### src/design/rpaa_pkg.sv
// Shared types and constants for the rolling peak axis autoscale block.
// No dependencies; every other design file imports this package.
package rpaa_pkg;

   localparam int SPEED_W = 16;   // raw sample in tenths
   localparam int VAL_W   = 13;   // whole units, limits, threshold
   localparam int HEAD_W  = 8;    // headroom register
   localparam int CSR_IDX_W = 2;

   // x / 10 == (x * 0xCCCD) >> 19 for every 16-bit x
   localparam logic [SPEED_W-1:0] DIV10_RECIP = 16'hCCCD;
   localparam int DIV10_SHIFT = 19;
   localparam int PROD_W = 2 * SPEED_W;

   localparam logic [VAL_W-1:0]  RST_THRESHOLD  = 13'd50;
   localparam logic [HEAD_W-1:0] RST_HEADROOM   = 8'd10;
   localparam logic [VAL_W-1:0]  RST_BASELINE   = 13'd60;
   localparam logic [VAL_W-1:0]  RST_LAST_LIMIT = 13'd60;

   // register indexes on the csr port
   localparam logic [CSR_IDX_W-1:0] CSR_THRESHOLD = 2'd0;
   localparam logic [CSR_IDX_W-1:0] CSR_HEADROOM  = 2'd1;
   localparam logic [CSR_IDX_W-1:0] CSR_BASELINE  = 2'd2;

   typedef enum logic [4:0] {
      ST_IDLE   = 5'b00001,
      ST_WRITE  = 5'b00010,
      ST_SCAN   = 5'b00100,
      ST_DRAIN  = 5'b01000,
      ST_FINISH = 5'b10000
   } state_type;

endpackage

### src/design/rpaa_req_if.sv
// Sample channel: valid/ready plus the raw speed sample in tenths.
// Depends on rpaa_pkg.
interface rpaa_req_if;
   import rpaa_pkg::*;
   logic               valid;
   logic               ready;
   logic [SPEED_W-1:0] speed_tenths;
   modport source (output valid, output speed_tenths, input ready);
   modport sink   (input valid, input speed_tenths, output ready);
endinterface

### src/design/rpaa_rsp_if.sv
// Result channel: valid/ready plus converted sample, peak, limit and change flag.
// Depends on rpaa_pkg.
interface rpaa_rsp_if;
   import rpaa_pkg::*;
   logic             valid;
   logic             ready;
   logic [VAL_W-1:0] speed_whole;
   logic [VAL_W-1:0] window_peak;
   logic [VAL_W-1:0] axis_limit;
   logic             limit_changed;
   modport source (output valid, output speed_whole, output window_peak,
                   output axis_limit, output limit_changed, input ready);
   modport sink   (input valid, input speed_whole, input window_peak,
                   input axis_limit, input limit_changed, output ready);
endinterface

### src/design/rpaa_div10.sv
// Registered divide-by-ten of a 16-bit sample by reciprocal multiplication.
// Depends on rpaa_pkg.
module rpaa_div10 (
   input  logic                           clock,
   input  logic                           load,
   input  logic [rpaa_pkg::SPEED_W-1:0]   dividend,
   output logic [rpaa_pkg::VAL_W-1:0]     quotient
);
   import rpaa_pkg::*;

   logic [PROD_W-1:0] prod;
   logic [VAL_W-1:0]  quotient_ff;
   logic [VAL_W-1:0]  quotient_in;

   assign prod        = PROD_W'(dividend) * PROD_W'(DIV10_RECIP);
   assign quotient_in = prod[DIV10_SHIFT +: VAL_W];

   always_ff @(posedge clock) begin
      if (load) begin
         quotient_ff <= quotient_in;
      end
   end

   assign quotient = quotient_ff;

endmodule

### src/design/rpaa_window_ram.sv
// Single-port-write, single-read window store with registered read data.
// Depends on rpaa_pkg.
module rpaa_window_ram #(
   parameter int DEPTH = 200,
   parameter int AW    = 8
) (
   input  logic                        clock,
   input  logic                        wr_en,
   input  logic [AW-1:0]               wr_addr,
   input  logic [rpaa_pkg::VAL_W-1:0]  wr_data,
   input  logic                        rd_en,
   input  logic [AW-1:0]               rd_addr,
   output logic [rpaa_pkg::VAL_W-1:0]  rd_data
);
   import rpaa_pkg::*;

   logic [VAL_W-1:0] mem [DEPTH];
   logic [VAL_W-1:0] rd_data_ff;

   always_ff @(posedge clock) begin
      if (wr_en) begin
         mem[wr_addr] <= wr_data;
      end
   end

   always_ff @(posedge clock) begin
      if (rd_en) begin
         rd_data_ff <= mem[rd_addr];
      end
   end

   assign rd_data = rd_data_ff;

endmodule

### src/design/rolling_peak_axis_autoscale.sv
// Top level of the rolling peak axis autoscale block: sequencer, scan, limit logic.
// Depends on rpaa_pkg, rpaa_req_if, rpaa_rsp_if, rpaa_div10, rpaa_window_ram.
//
//   channel   dir   handshake        payload
//   req_ch    in    valid/ready      speed_tenths[15:0]
//   rsp_ch    out   valid/ready      speed_whole, window_peak, axis_limit, limit_changed
//   csr_*     in    csr_we only      csr_index[1:0], csr_wdata[12:0]
//
// A sample transaction divides the sample as it is taken, writes it to the store,
// reads each filled entry in turn through the single memory read port, lets the
// last read land and then forms the result; fill is the number of window entries
// written since reset (at most WINDOW).
// Reset is synchronous; entries never written are skipped by the scan via the
// fill count, so no clearing pass is needed.
// A result waits in the output register; the next sample is taken meanwhile
// and only its last step waits for the output register to empty.
module rolling_peak_axis_autoscale #(
   parameter int WINDOW = 200
) (
   input  logic                             clock,
   input  logic                             reset,
   rpaa_req_if.sink                         req_ch,
   rpaa_rsp_if.source                       rsp_ch,
   input  logic                             csr_we,
   input  logic [rpaa_pkg::CSR_IDX_W-1:0]   csr_index,
   input  logic [rpaa_pkg::VAL_W-1:0]       csr_wdata
);
   import rpaa_pkg::*;

   localparam int AW = (WINDOW > 1) ? $clog2(WINDOW) : 1;   // store address
   localparam int CW = $clog2(WINDOW + 1);                 // fill count, holds WINDOW
   localparam logic [AW-1:0] LAST_PTR = AW'(WINDOW - 1);
   localparam logic [CW-1:0] FULL     = CW'(WINDOW);

   // configuration
   logic [VAL_W-1:0]  threshold_ff;
   logic [HEAD_W-1:0] headroom_ff;
   logic [VAL_W-1:0]  baseline_ff;

   // sequencer and window bookkeeping
   state_type        state_ff, state_in;
   logic [AW-1:0]    wptr_ff, wptr_in;
   logic [CW-1:0]    fill_ff, fill_in;
   logic [CW-1:0]    scan_ff, scan_in;
   logic             rd_valid_ff;
   logic [VAL_W-1:0] best_ff, best_in;
   logic [VAL_W-1:0] last_limit_ff, last_limit_in;

   // output register
   logic             rsp_valid_ff;
   logic [VAL_W-1:0] rsp_whole_ff;
   logic [VAL_W-1:0] rsp_peak_ff;
   logic [VAL_W-1:0] rsp_limit_ff;
   logic             rsp_changed_ff;

   logic             req_take;
   logic             scan_last;
   logic             rsp_free;
   logic             finish;
   logic [VAL_W-1:0] whole;
   logic [VAL_W-1:0] rd_data;
   logic [VAL_W-1:0] limit;
   logic             mem_we;
   logic             mem_re;

   assign req_ch.ready = (state_ff == ST_IDLE);
   assign req_take     = req_ch.valid && req_ch.ready;
   assign scan_last    = (CW'(scan_ff + 1'b1) == fill_ff);
   assign rsp_free     = !rsp_valid_ff || rsp_ch.ready;
   assign finish       = (state_ff == ST_FINISH) && rsp_free;
   assign mem_we       = (state_ff == ST_WRITE);
   assign mem_re       = (state_ff == ST_SCAN);

   rpaa_div10 u_div10 (
      .clock    (clock),
      .load     (req_take),
      .dividend (req_ch.speed_tenths),
      .quotient (whole)
   );

   rpaa_window_ram #(
      .DEPTH (WINDOW),
      .AW    (AW)
   ) u_window_ram (
      .clock   (clock),
      .wr_en   (mem_we),
      .wr_addr (wptr_ff),
      .wr_data (whole),
      .rd_en   (mem_re),
      .rd_addr (scan_ff[AW-1:0]),
      .rd_data (rd_data)
   );

   // axis limit from the finished peak; the sum stays below 6809 so 13 bits hold it
   always_comb begin
      if (best_ff > threshold_ff) begin
         limit = VAL_W'(best_ff + VAL_W'(headroom_ff));
      end else begin
         limit = baseline_ff;
      end
   end

   always_comb begin
      state_in      = state_ff;
      wptr_in       = wptr_ff;
      fill_in       = fill_ff;
      scan_in       = scan_ff;
      best_in       = best_ff;
      last_limit_in = last_limit_ff;

      // running maximum over the read data as it lands
      if (rd_valid_ff && (rd_data > best_ff)) begin
         best_in = rd_data;
      end

      unique case (state_ff)
         ST_IDLE: begin
            if (req_take) begin
               state_in = ST_WRITE;
            end
         end
         ST_WRITE: begin
            wptr_in  = (wptr_ff == LAST_PTR) ? '0 : AW'(wptr_ff + 1'b1);
            if (fill_ff != FULL) begin
               fill_in = CW'(fill_ff + 1'b1);
            end
            scan_in  = '0;
            best_in  = '0;
            state_in = ST_SCAN;
         end
         ST_SCAN: begin
            scan_in = CW'(scan_ff + 1'b1);
            if (scan_last) begin
               state_in = ST_DRAIN;
            end
         end
         ST_DRAIN: begin
            state_in = ST_FINISH;
         end
         ST_FINISH: begin
            if (rsp_free) begin
               last_limit_in = limit;
               state_in      = ST_IDLE;
            end
         end
         default: begin
            state_in = ST_IDLE;
         end
      endcase
   end

   always_ff @(posedge clock) begin
      if (reset) begin
         state_ff      <= ST_IDLE;
         wptr_ff       <= '0;
         fill_ff       <= '0;
         rd_valid_ff   <= 1'b0;
         last_limit_ff <= RST_LAST_LIMIT;
         rsp_valid_ff  <= 1'b0;
      end else begin
         state_ff      <= state_in;
         wptr_ff       <= wptr_in;
         fill_ff       <= fill_in;
         rd_valid_ff   <= mem_re;
         last_limit_ff <= last_limit_in;
         if (finish) begin
            rsp_valid_ff <= 1'b1;
         end else if (rsp_ch.ready) begin
            rsp_valid_ff <= 1'b0;
         end
      end
   end

   always_ff @(posedge clock) begin
      scan_ff <= scan_in;
      best_ff <= best_in;
      if (finish) begin
         rsp_whole_ff   <= whole;
         rsp_peak_ff    <= best_ff;
         rsp_limit_ff   <= limit;
         rsp_changed_ff <= (limit != last_limit_ff);
      end
   end

   // configuration writes; unknown indexes are dropped
   always_ff @(posedge clock) begin
      if (reset) begin
         threshold_ff <= RST_THRESHOLD;
         headroom_ff  <= RST_HEADROOM;
         baseline_ff  <= RST_BASELINE;
      end else if (csr_we) begin
         unique case (csr_index)
            CSR_THRESHOLD: threshold_ff <= csr_wdata;
            CSR_HEADROOM:  headroom_ff  <= csr_wdata[HEAD_W-1:0];
            CSR_BASELINE:  baseline_ff  <= csr_wdata;
            default: begin
            end
         endcase
      end
   end

   assign rsp_ch.valid         = rsp_valid_ff;
   assign rsp_ch.speed_whole   = rsp_whole_ff;
   assign rsp_ch.window_peak   = rsp_peak_ff;
   assign rsp_ch.axis_limit    = rsp_limit_ff;
   assign rsp_ch.limit_changed = rsp_changed_ff;

   // scan never reads beyond the written part of the store
   a_scan_in_fill: assert property (@(posedge clock) disable iff (reset)
      (state_ff == ST_SCAN) |-> (scan_ff < fill_ff))
      else $error("scan address beyond fill count");

   a_fill_bound: assert property (@(posedge clock) disable iff (reset)
      (fill_ff <= FULL) && (wptr_ff <= LAST_PTR))
      else $error("fill count or write pointer out of range");

   // the peak covers the sample just written
   a_peak_covers_sample: assert property (@(posedge clock) disable iff (reset)
      finish |=> (rsp_peak_ff >= rsp_whole_ff))
      else $error("window peak below current sample");

   // a finished result never overwrites one still waiting
   a_no_overwrite: assert property (@(posedge clock) disable iff (reset)
      (rsp_valid_ff && !rsp_ch.ready) |-> !finish)
      else $error("result overwritten while stalled");

   // last read lands in the drain cycle
   a_drain_read: assert property (@(posedge clock) disable iff (reset)
      (state_ff == ST_DRAIN) |-> rd_valid_ff)
      else $error("drain without pending read");

endmodule
### src/flat_wrapper.sv
// flat-port wrapper written by rule: the top's interface ports become plain ports
module rolling_peak_axis_autoscale_flat import rpaa_pkg::*;
#(
   parameter int WINDOW = 200
)
  (clock, reset, csr_we, csr_index, csr_wdata, req_ch_valid, req_ch_speed_tenths, req_ch_ready, rsp_ch_valid, rsp_ch_speed_whole, rsp_ch_window_peak, rsp_ch_axis_limit, rsp_ch_limit_changed, rsp_ch_ready);
  rpaa_req_if req_ch_i ();
  rpaa_rsp_if rsp_ch_i ();
  input  logic clock;
  input  logic reset;
  input  logic csr_we;
  input  logic [rpaa_pkg::CSR_IDX_W-1:0] csr_index;
  input  logic [rpaa_pkg::VAL_W-1:0] csr_wdata;
  input wire logic [$bits(req_ch_i.valid)-1:0] req_ch_valid;
  input wire logic [$bits(req_ch_i.speed_tenths)-1:0] req_ch_speed_tenths;
  output wire logic [$bits(req_ch_i.ready)-1:0] req_ch_ready;
  output wire logic [$bits(rsp_ch_i.valid)-1:0] rsp_ch_valid;
  output wire logic [$bits(rsp_ch_i.speed_whole)-1:0] rsp_ch_speed_whole;
  output wire logic [$bits(rsp_ch_i.window_peak)-1:0] rsp_ch_window_peak;
  output wire logic [$bits(rsp_ch_i.axis_limit)-1:0] rsp_ch_axis_limit;
  output wire logic [$bits(rsp_ch_i.limit_changed)-1:0] rsp_ch_limit_changed;
  input wire logic [$bits(rsp_ch_i.ready)-1:0] rsp_ch_ready;
  assign req_ch_i.valid = req_ch_valid;
  assign req_ch_i.speed_tenths = req_ch_speed_tenths;
  assign req_ch_ready = req_ch_i.ready;
  assign rsp_ch_valid = rsp_ch_i.valid;
  assign rsp_ch_speed_whole = rsp_ch_i.speed_whole;
  assign rsp_ch_window_peak = rsp_ch_i.window_peak;
  assign rsp_ch_axis_limit = rsp_ch_i.axis_limit;
  assign rsp_ch_limit_changed = rsp_ch_i.limit_changed;
  assign rsp_ch_i.ready = rsp_ch_ready;
  rolling_peak_axis_autoscale #(.WINDOW(WINDOW)) u_core (.clock(clock), .reset(reset), .req_ch(req_ch_i), .rsp_ch(rsp_ch_i), .csr_we(csr_we), .csr_index(csr_index), .csr_wdata(csr_wdata));
endmodule
### config.mk
export PLATFORM = sky130hd
export DESIGN_NAME = rolling_peak_axis_autoscale_flat
export DESIGN_NICKNAME = d
export VERILOG_FILES = /design/src/design/rpaa_pkg.sv /design/src/design/rpaa_req_if.sv /design/src/design/rpaa_rsp_if.sv /design/src/design/rpaa_div10.sv /design/src/design/rpaa_window_ram.sv /design/src/design/rolling_peak_axis_autoscale.sv /design/src/flat_wrapper.sv
export SDC_FILE = /design/constraint.sdc
export NUM_CORES = 2
export LEC_CHECK = 0
export BUFFER_PORTS_ARGS = -buffer_cell sky130_fd_sc_hd__buf_2
export CAP_MARGIN = 20
export CORE_MARGIN = 2
export CORE_UTILIZATION = 65
export DETAILED_ROUTE_END_ITERATION = 12
export PLACE_DENSITY = 0.81
export SLEW_MARGIN = 20
export SYNTH_ARGS = -nofsm -noshare
export SYNTH_HDL_FRONTEND = slang
export SYNTH_SLANG_ARGS = --single-unit
export TNS_END_PERCENT = 50
### constraint.sdc
create_clock -name clock -period 9 [get_ports clock]
set_clock_uncertainty 0.1 [all_clocks]
set_input_delay 1.35 -clock clock [delete_from_list [all_inputs] [get_ports clock]]
set_output_delay 1.35 -clock clock [all_outputs]
set_load 0.05 [all_outputs]
==> report_table.html <==
<table>
<tr><th>Metric</th><th>Value</th></tr>
<tr><th colspan="2">Run status</th></tr>
<tr><td>Outcome</td><td>finished, final reports clean</td></tr>
<tr><th colspan="2">Drt</th></tr>
<tr><td>Drt pass-1 iters</td><td>7</td></tr>
<tr><td>Avg Vias per Cell</td><td>7.19</td></tr>
<tr><td>Average routed wire per standard cell</td><td>36.0 um</td></tr>
<tr><td>Post-DRT Antenna Nets</td><td>0</td></tr>
<tr><td>Total number of vias</td><td>approximately 61k</td></tr>
<tr><td>Remaining DRCs</td><td>0</td></tr>
<tr><td>Starting DRC count in detailed routing</td><td>around 11k</td></tr>
<tr><td>Overall routed net length</td><td>between 300,000 and 400,000 um</td></tr>
<tr><th colspan="2">Power</th></tr>
<tr><td>Leakage power summed over all cells</td><td>~41 nW</td></tr>
<tr><td>Maximum ir drop on the vdd rail</td><td>a little under 0.0003 V</td></tr>
<tr><td>Combinational group share of total power</td><td>12.6%</td></tr>
<tr><td>Internal Dissipation</td><td>approximately 0.023 W</td></tr>
<tr><td>Power per cell area</td><td>249 nW/um^2</td></tr>
<tr><td>Share of power burned in registers</td><td>51.5%</td></tr>
<tr><td>Clk network pwr share</td><td>approximately 36%</td></tr>
<tr><td>Switching part of the total power</td><td>25.3%</td></tr>
<tr><td>Net Sw Power</td><td>between 0.007 and 0.008 W</td></tr>
<tr><th colspan="2">Synth</th></tr>
<tr><td>Synth Cell Area</td><td>between 100,000 and 150,000 um^2</td></tr>
<tr><td>Net count of the mapped netlist</td><td>around 6.0k</td></tr>
<tr><td>Cell variety after synth</td><td>75</td></tr>
<tr><td>Fraction of registers with async set/reset</td><td>0%</td></tr>
<tr><td>Warnings from Yosys</td><td>0</td></tr>
<tr><td>Mean instance size in the synthesized netlist</td><td>~20 um^2</td></tr>
<tr><td>Post-synthesis cell count</td><td>approximately 5.7k</td></tr>
<tr><td>Number of enable flip-flop cells after synthesis</td><td>between 2k and 3k</td></tr>
<tr><td>Synthesized flop and latch total</td><td>2,757</td></tr>
<tr><td>Most instantiated flip-flop cell in the synthesis netlist</td><td>sky130_fd_sc_hd__edfxtp_1</td></tr>
<tr><td>Sequential area share after synthesis</td><td>73.2%</td></tr>
<tr><th colspan="2">Global routing</th></tr>
<tr><td>Via count of the first global-routing pass</td><td>between 60k and 70k</td></tr>
<tr><td>Remaining global-route overflow</td><td>0</td></tr>
<tr><td>Total global routing track utilization</td><td>between 30% and 40%</td></tr>
<tr><td>Global-route wire length before repair</td><td>439,000 um</td></tr>
<tr><td>Maximum number of pins on one net before global-route repair</td><td>202</td></tr>
<tr><td>Antenna violations before repair</td><td>16</td></tr>
<tr><th colspan="2">Die</th></tr>
<tr><td>Horizontal die dimension</td><td>419 um</td></tr>
<tr><td>I/O pins</td><td>~80</td></tr>
<tr><td>Area of the die</td><td>about 180,000 um^2</td></tr>
<tr><td>Area of the core region</td><td>171,000 um^2</td></tr>
<tr><td>Initial Util</td><td>roughly 65%</td></tr>
<tr><td>Die Y-Extent</td><td>approximately 420 um</td></tr>
<tr><td>Site Rows</td><td>~150</td></tr>
<tr><th colspan="2">Clocking</th></tr>
<tr><td>TritonCTS buffer count</td><td>between 200 and 300</td></tr>
<tr><td>Hold buffers post-CTS</td><td>0</td></tr>
<tr><td>Resize count post-CTS</td><td>0</td></tr>
<tr><td>CTS tree</td><td>yes</td></tr>
<tr><td>Total setup buffers inserted after CTS</td><td>0</td></tr>
<tr><td>Maximum root-to-sink buffer count</td><td>4</td></tr>
<tr><td>Worst skew pair latency</td><td>around 0.93 ns</td></tr>
<tr><td>H-Tree Depth</td><td>5</td></tr>
<tr><td>Clock input transition at the sequential cells of the worst setup and hold paths</td><td>0.06 ns</td></tr>
<tr><td>Clk sink count</td><td>about 2.8k</td></tr>
<tr><td>Root buf cell</td><td>sky130_fd_sc_hd__clkbuf_16</td></tr>
<tr><th colspan="2">Timing</th></tr>
<tr><td>Slew Limit Headroom</td><td>about 8.6%</td></tr>
<tr><td>Share of the clock period used by the worst path after layout</td><td>about two thirds</td></tr>
<tr><td>Max Clock Freq</td><td>between 150 and 200 MHz</td></tr>
<tr><td>Setup repair after global routing missed its margin</td><td>false</td></tr>
<tr><td>Final setup slack of the worst path</td><td>2.86 ns</td></tr>
<tr><td>Summed negative setup slack over all endpoints</td><td>0 ns</td></tr>
<tr><td>Clock period minus worst slack</td><td>about 6.1 ns</td></tr>
<tr><td>Number of setup violations in the final report</td><td>0</td></tr>
<tr><td>Tightest hold margin</td><td>around 0.36 ns</td></tr>
<tr><td>Max-slew violation count</td><td>0</td></tr>
<tr><td>Slew @ Worst Pin</td><td>between 1 and 1.5 ns</td></tr>
<tr><td>Final Hold Violating Endpoints</td><td>0</td></tr>
<tr><th colspan="2">Place</th></tr>
<tr><td>Count of input and output buffers</td><td>a little under 80</td></tr>
<tr><td>Dpl cell area</td><td>around 120,000 um^2</td></tr>
<tr><td>GPL Wtd Cong</td><td>approximately 0.94</td></tr>
<tr><td>DP HPWL</td><td>roughly 170,000 um</td></tr>
<tr><td>Worst setup timing slack at the placement stage</td><td>1.95 ns</td></tr>
<tr><th colspan="2">Worst setup path</th></tr>
<tr><td>Required arrival time at the worst endpoint</td><td>9.54 ns</td></tr>
<tr><td>Cell breakdown of the critical path</td><td>buf_2 -&gt; ha_1 -&gt; inv_1 -&gt; fa_1 -&gt; inv_1 -&gt; fa_1 -&gt; fa_1 -&gt; fa_1 -&gt; inv_1 -&gt; fa_1 -&gt; inv_1 -&gt; ha_1 -&gt; nand4_1 -&gt; nor4_1 -&gt; a21oi_1 -&gt; a31oi_1 -&gt; a21oi_1 -&gt; o211ai_1 -&gt; a21oi_1 -&gt; xnor2_1</td></tr>
<tr><td>Worst setup path class</td><td>primary input to flip-flop</td></tr>
<tr><td>WP data arrival</td><td>about 6.7 ns</td></tr>
<tr><td>Critical-path maximum fanout</td><td>6</td></tr>
<tr><td>Setup crit start kind</td><td>primary input</td></tr>
<tr><td>Most common cell on crit path</td><td>sky130_fd_sc_hd__fa_1</td></tr>
<tr><td>Endpoint class of the critical path</td><td>flip-flop</td></tr>
<tr><td>Crit-path max cell delay</td><td>approximately 0.53 ns</td></tr>
<tr><td>Slowest CP cell</td><td>sky130_fd_sc_hd__fa_1</td></tr>
<tr><th colspan="2">Layout</th></tr>
<tr><td>Final core area utilization</td><td>72.7%</td></tr>
<tr><td>Layout cell share with drive strength beyond 1</td><td>between 20 and 25%</td></tr>
<tr><td>NumNets Final</td><td>6,316</td></tr>
<tr><td>Area overhead of the layout relative to synthesis</td><td>11.2%</td></tr>
<tr><td>Fill cell count</td><td>9,255</td></tr>
<tr><td>Sequential cell area</td><td>82,000 um^2</td></tr>
<tr><td>Final standard cell area without fillers</td><td>~120,000 um^2</td></tr>
<tr><td>Area occupied by multi-input gates</td><td>between 20,000 and 30,000 um^2</td></tr>
<tr><th colspan="2">Hold path</th></tr>
<tr><td>Min-delay worst type</td><td>flip-flop to flip-flop</td></tr>
<tr><th colspan="2">Run</th></tr>
<tr><td>Maximum capacitance violations</td><td>0</td></tr>
</table>
sequential cells by signal (all words and copies together) (netlist names), 13 cells and up:
register                     cells
u_core.best_ff                  13
u_core.rsp_ch.speed_whole       13
u_core.baseline_ff              13
u_core.u_div10.quotient         13
u_core.u_window_ram.mem       2600
u_core.threshold_ff             13
u_core.rsp_ch.axis_limit        13
u_core.rsp_ch.window_peak       13
u_core.last_limit_ff            13
u_core.u_window_ram.rd_data     13
placed cells by master (no fill, tap or decap), types with 17 or more instances in the layout:
cell	n
sky130_fd_sc_hd__mux2_2	25
sky130_fd_sc_hd__buf_12	17
sky130_fd_sc_hd__nor2_1	303
sky130_fd_sc_hd__xor2_1	37
sky130_fd_sc_hd__nand3_1	46
sky130_fd_sc_hd__edfxtp_1	2674
sky130_fd_sc_hd__inv_1	195
sky130_fd_sc_hd__ha_1	172
sky130_fd_sc_hd__clkinv_1	60
sky130_fd_sc_hd__xnor2_1	36
sky130_fd_sc_hd__clkinv_2	38
sky130_fd_sc_hd__o21ai_0	60
sky130_fd_sc_hd__dfxtp_1	83
sky130_fd_sc_hd__nor2_2	19
sky130_fd_sc_hd__a21oi_1	126
sky130_fd_sc_hd__a211oi_1	36
sky130_fd_sc_hd__clkbuf_16	286
sky130_fd_sc_hd__clkbuf_1	54
sky130_fd_sc_hd__o22ai_1	74
sky130_fd_sc_hd__mux2i_1	206
sky130_fd_sc_hd__a22oi_1	25
sky130_fd_sc_hd__fa_1	80
sky130_fd_sc_hd__buf_4	260
sky130_fd_sc_hd__mux4_2	622
sky130_fd_sc_hd__o221ai_1	71
sky130_fd_sc_hd__buf_2	77
sky130_fd_sc_hd__nor3_1	38
sky130_fd_sc_hd__nand2_1	184
sky130_fd_sc_hd__bufinv_16	17
sky130_fd_sc_hd__nand4_1	23
layer usage:
metal  vias up  global-route usage [%]  share of wire, %
met5         -                       0             0.068
met4         8                    18.9               6.5
met3      1091                    10.3                13
met2      5327                    54.6                47
met1     31300                    47.0                33
li1      23800                       -                 -
cell families after synthesis:
logic type	count (synthesis)	share of synthesized area (%)
AOI/OAI and AO/OA	538	3.25
xor gates and xnor gates	75	0.607
adders and majority gates	252	3.35
buffers and inverters	496	2.23
DFF	2757	73.2
muxes	853	14.6
and+or+nand+nor	710	2.73
cells in the mapped netlist (14+ instances only):
cell type                   number  share of area [%]
sky130_fd_sc_hd__a21oi_1       126               0.56
sky130_fd_sc_hd__a22oi_1        25               0.17
sky130_fd_sc_hd__nor2_1        323                1.1
sky130_fd_sc_hd__xor2_1         37               0.29
sky130_fd_sc_hd__clkbuf_1      139               0.47
sky130_fd_sc_hd__buf_1          17              0.057
sky130_fd_sc_hd__o221ai_1       71               0.56
sky130_fd_sc_hd__o211ai_1       16               0.11
sky130_fd_sc_hd__mux2i_1       206                1.8
sky130_fd_sc_hd__nor2b_1        16              0.089
sky130_fd_sc_hd__ha_1          172                1.9
sky130_fd_sc_hd__buf_2          55               0.25
sky130_fd_sc_hd__nand4_1        23               0.13
sky130_fd_sc_hd__o21ai_0        60               0.27
sky130_fd_sc_hd__edfxtp_1     2674                 72
sky130_fd_sc_hd__xnor2_1        36               0.28
sky130_fd_sc_hd__fa_1           80                1.4
sky130_fd_sc_hd__dfxtp_1        83                1.5
sky130_fd_sc_hd__mux4_2        622                 13
sky130_fd_sc_hd__nand2_1       198               0.66
sky130_fd_sc_hd__a211oi_1       36               0.24
sky130_fd_sc_hd__a2111oi_0      14               0.11
sky130_fd_sc_hd__buf_4          33               0.22
sky130_fd_sc_hd__o22ai_1        74               0.41
sky130_fd_sc_hd__inv_1         197               0.66
sky130_fd_sc_hd__buf_6          42               0.42
sky130_fd_sc_hd__mux2_2         25               0.25
sky130_fd_sc_hd__nor3_1         39               0.17
sky130_fd_sc_hd__nand3_1        46               0.21
worst max-delay path: cells and delay by family:
| family | cells | cell delay [ns] |
|---|---|---|
| XOR/XNOR | 1 | 0.14 |
| AO/OA/AOI/OAI | 5 | 1.21 |
| adder cells (fa/ha/maj) | 7 | 3.11 |
| AND/OR/NAND/NOR | 2 | 0.46 |
| buffers and inverters | 5 | 0.40 |
metrics by stage:
step           power, W  std cells
2_1_floorplan    0.0186       5681
3_3_place_gp     0.0198       8052
3_5_place_dp     0.0200       8052
4_1_cts          0.0309       8525
5_1_grt          0.0317       8528
6_report         0.0310       8540
area by class of cell:
type / instances / area share (%)
inverter: 200 / 0.608
tap: 2310 / 2.32
timing repair buffer: 360 / 2.22
multi-input combinational: 2428 / 22.2
antenna: 12 / 0.0241
clock inverter: 126 / 0.839
sequential: 2757 / 65.8
clock buffer: 347 / 5.99
worst paths after layout:
path                                             start                        endpoint  slack [ns]  cells after the start
worst max register to register       u_core.scan_ff[2]  u_core.u_window_ram.rd_data[6]        3.65                     11
worst min register to register  u_core.threshold_ff[8]          u_core.threshold_ff[8]        0.36                      2
worst max-delay path            req_ch_speed_tenths[4]     u_core.u_div10.quotient[10]        2.86                     20
worst min-delay path            u_core.threshold_ff[8]          u_core.threshold_ff[8]        0.36                      2
power by group through the flow:
stage	sequential, W	clock, W	combinational, W
floorplan	0.0172	0	0.00140
global placement	0.0162	0	0.00355
detailed placement	0.0162	0	0.00375
CTS	0.0159	0.0111	0.00380
global route	0.0159	0.0116	0.00423
finish	0.0159	0.0111	0.00391
Note: power is estimated with default switching activity, not from simulation.
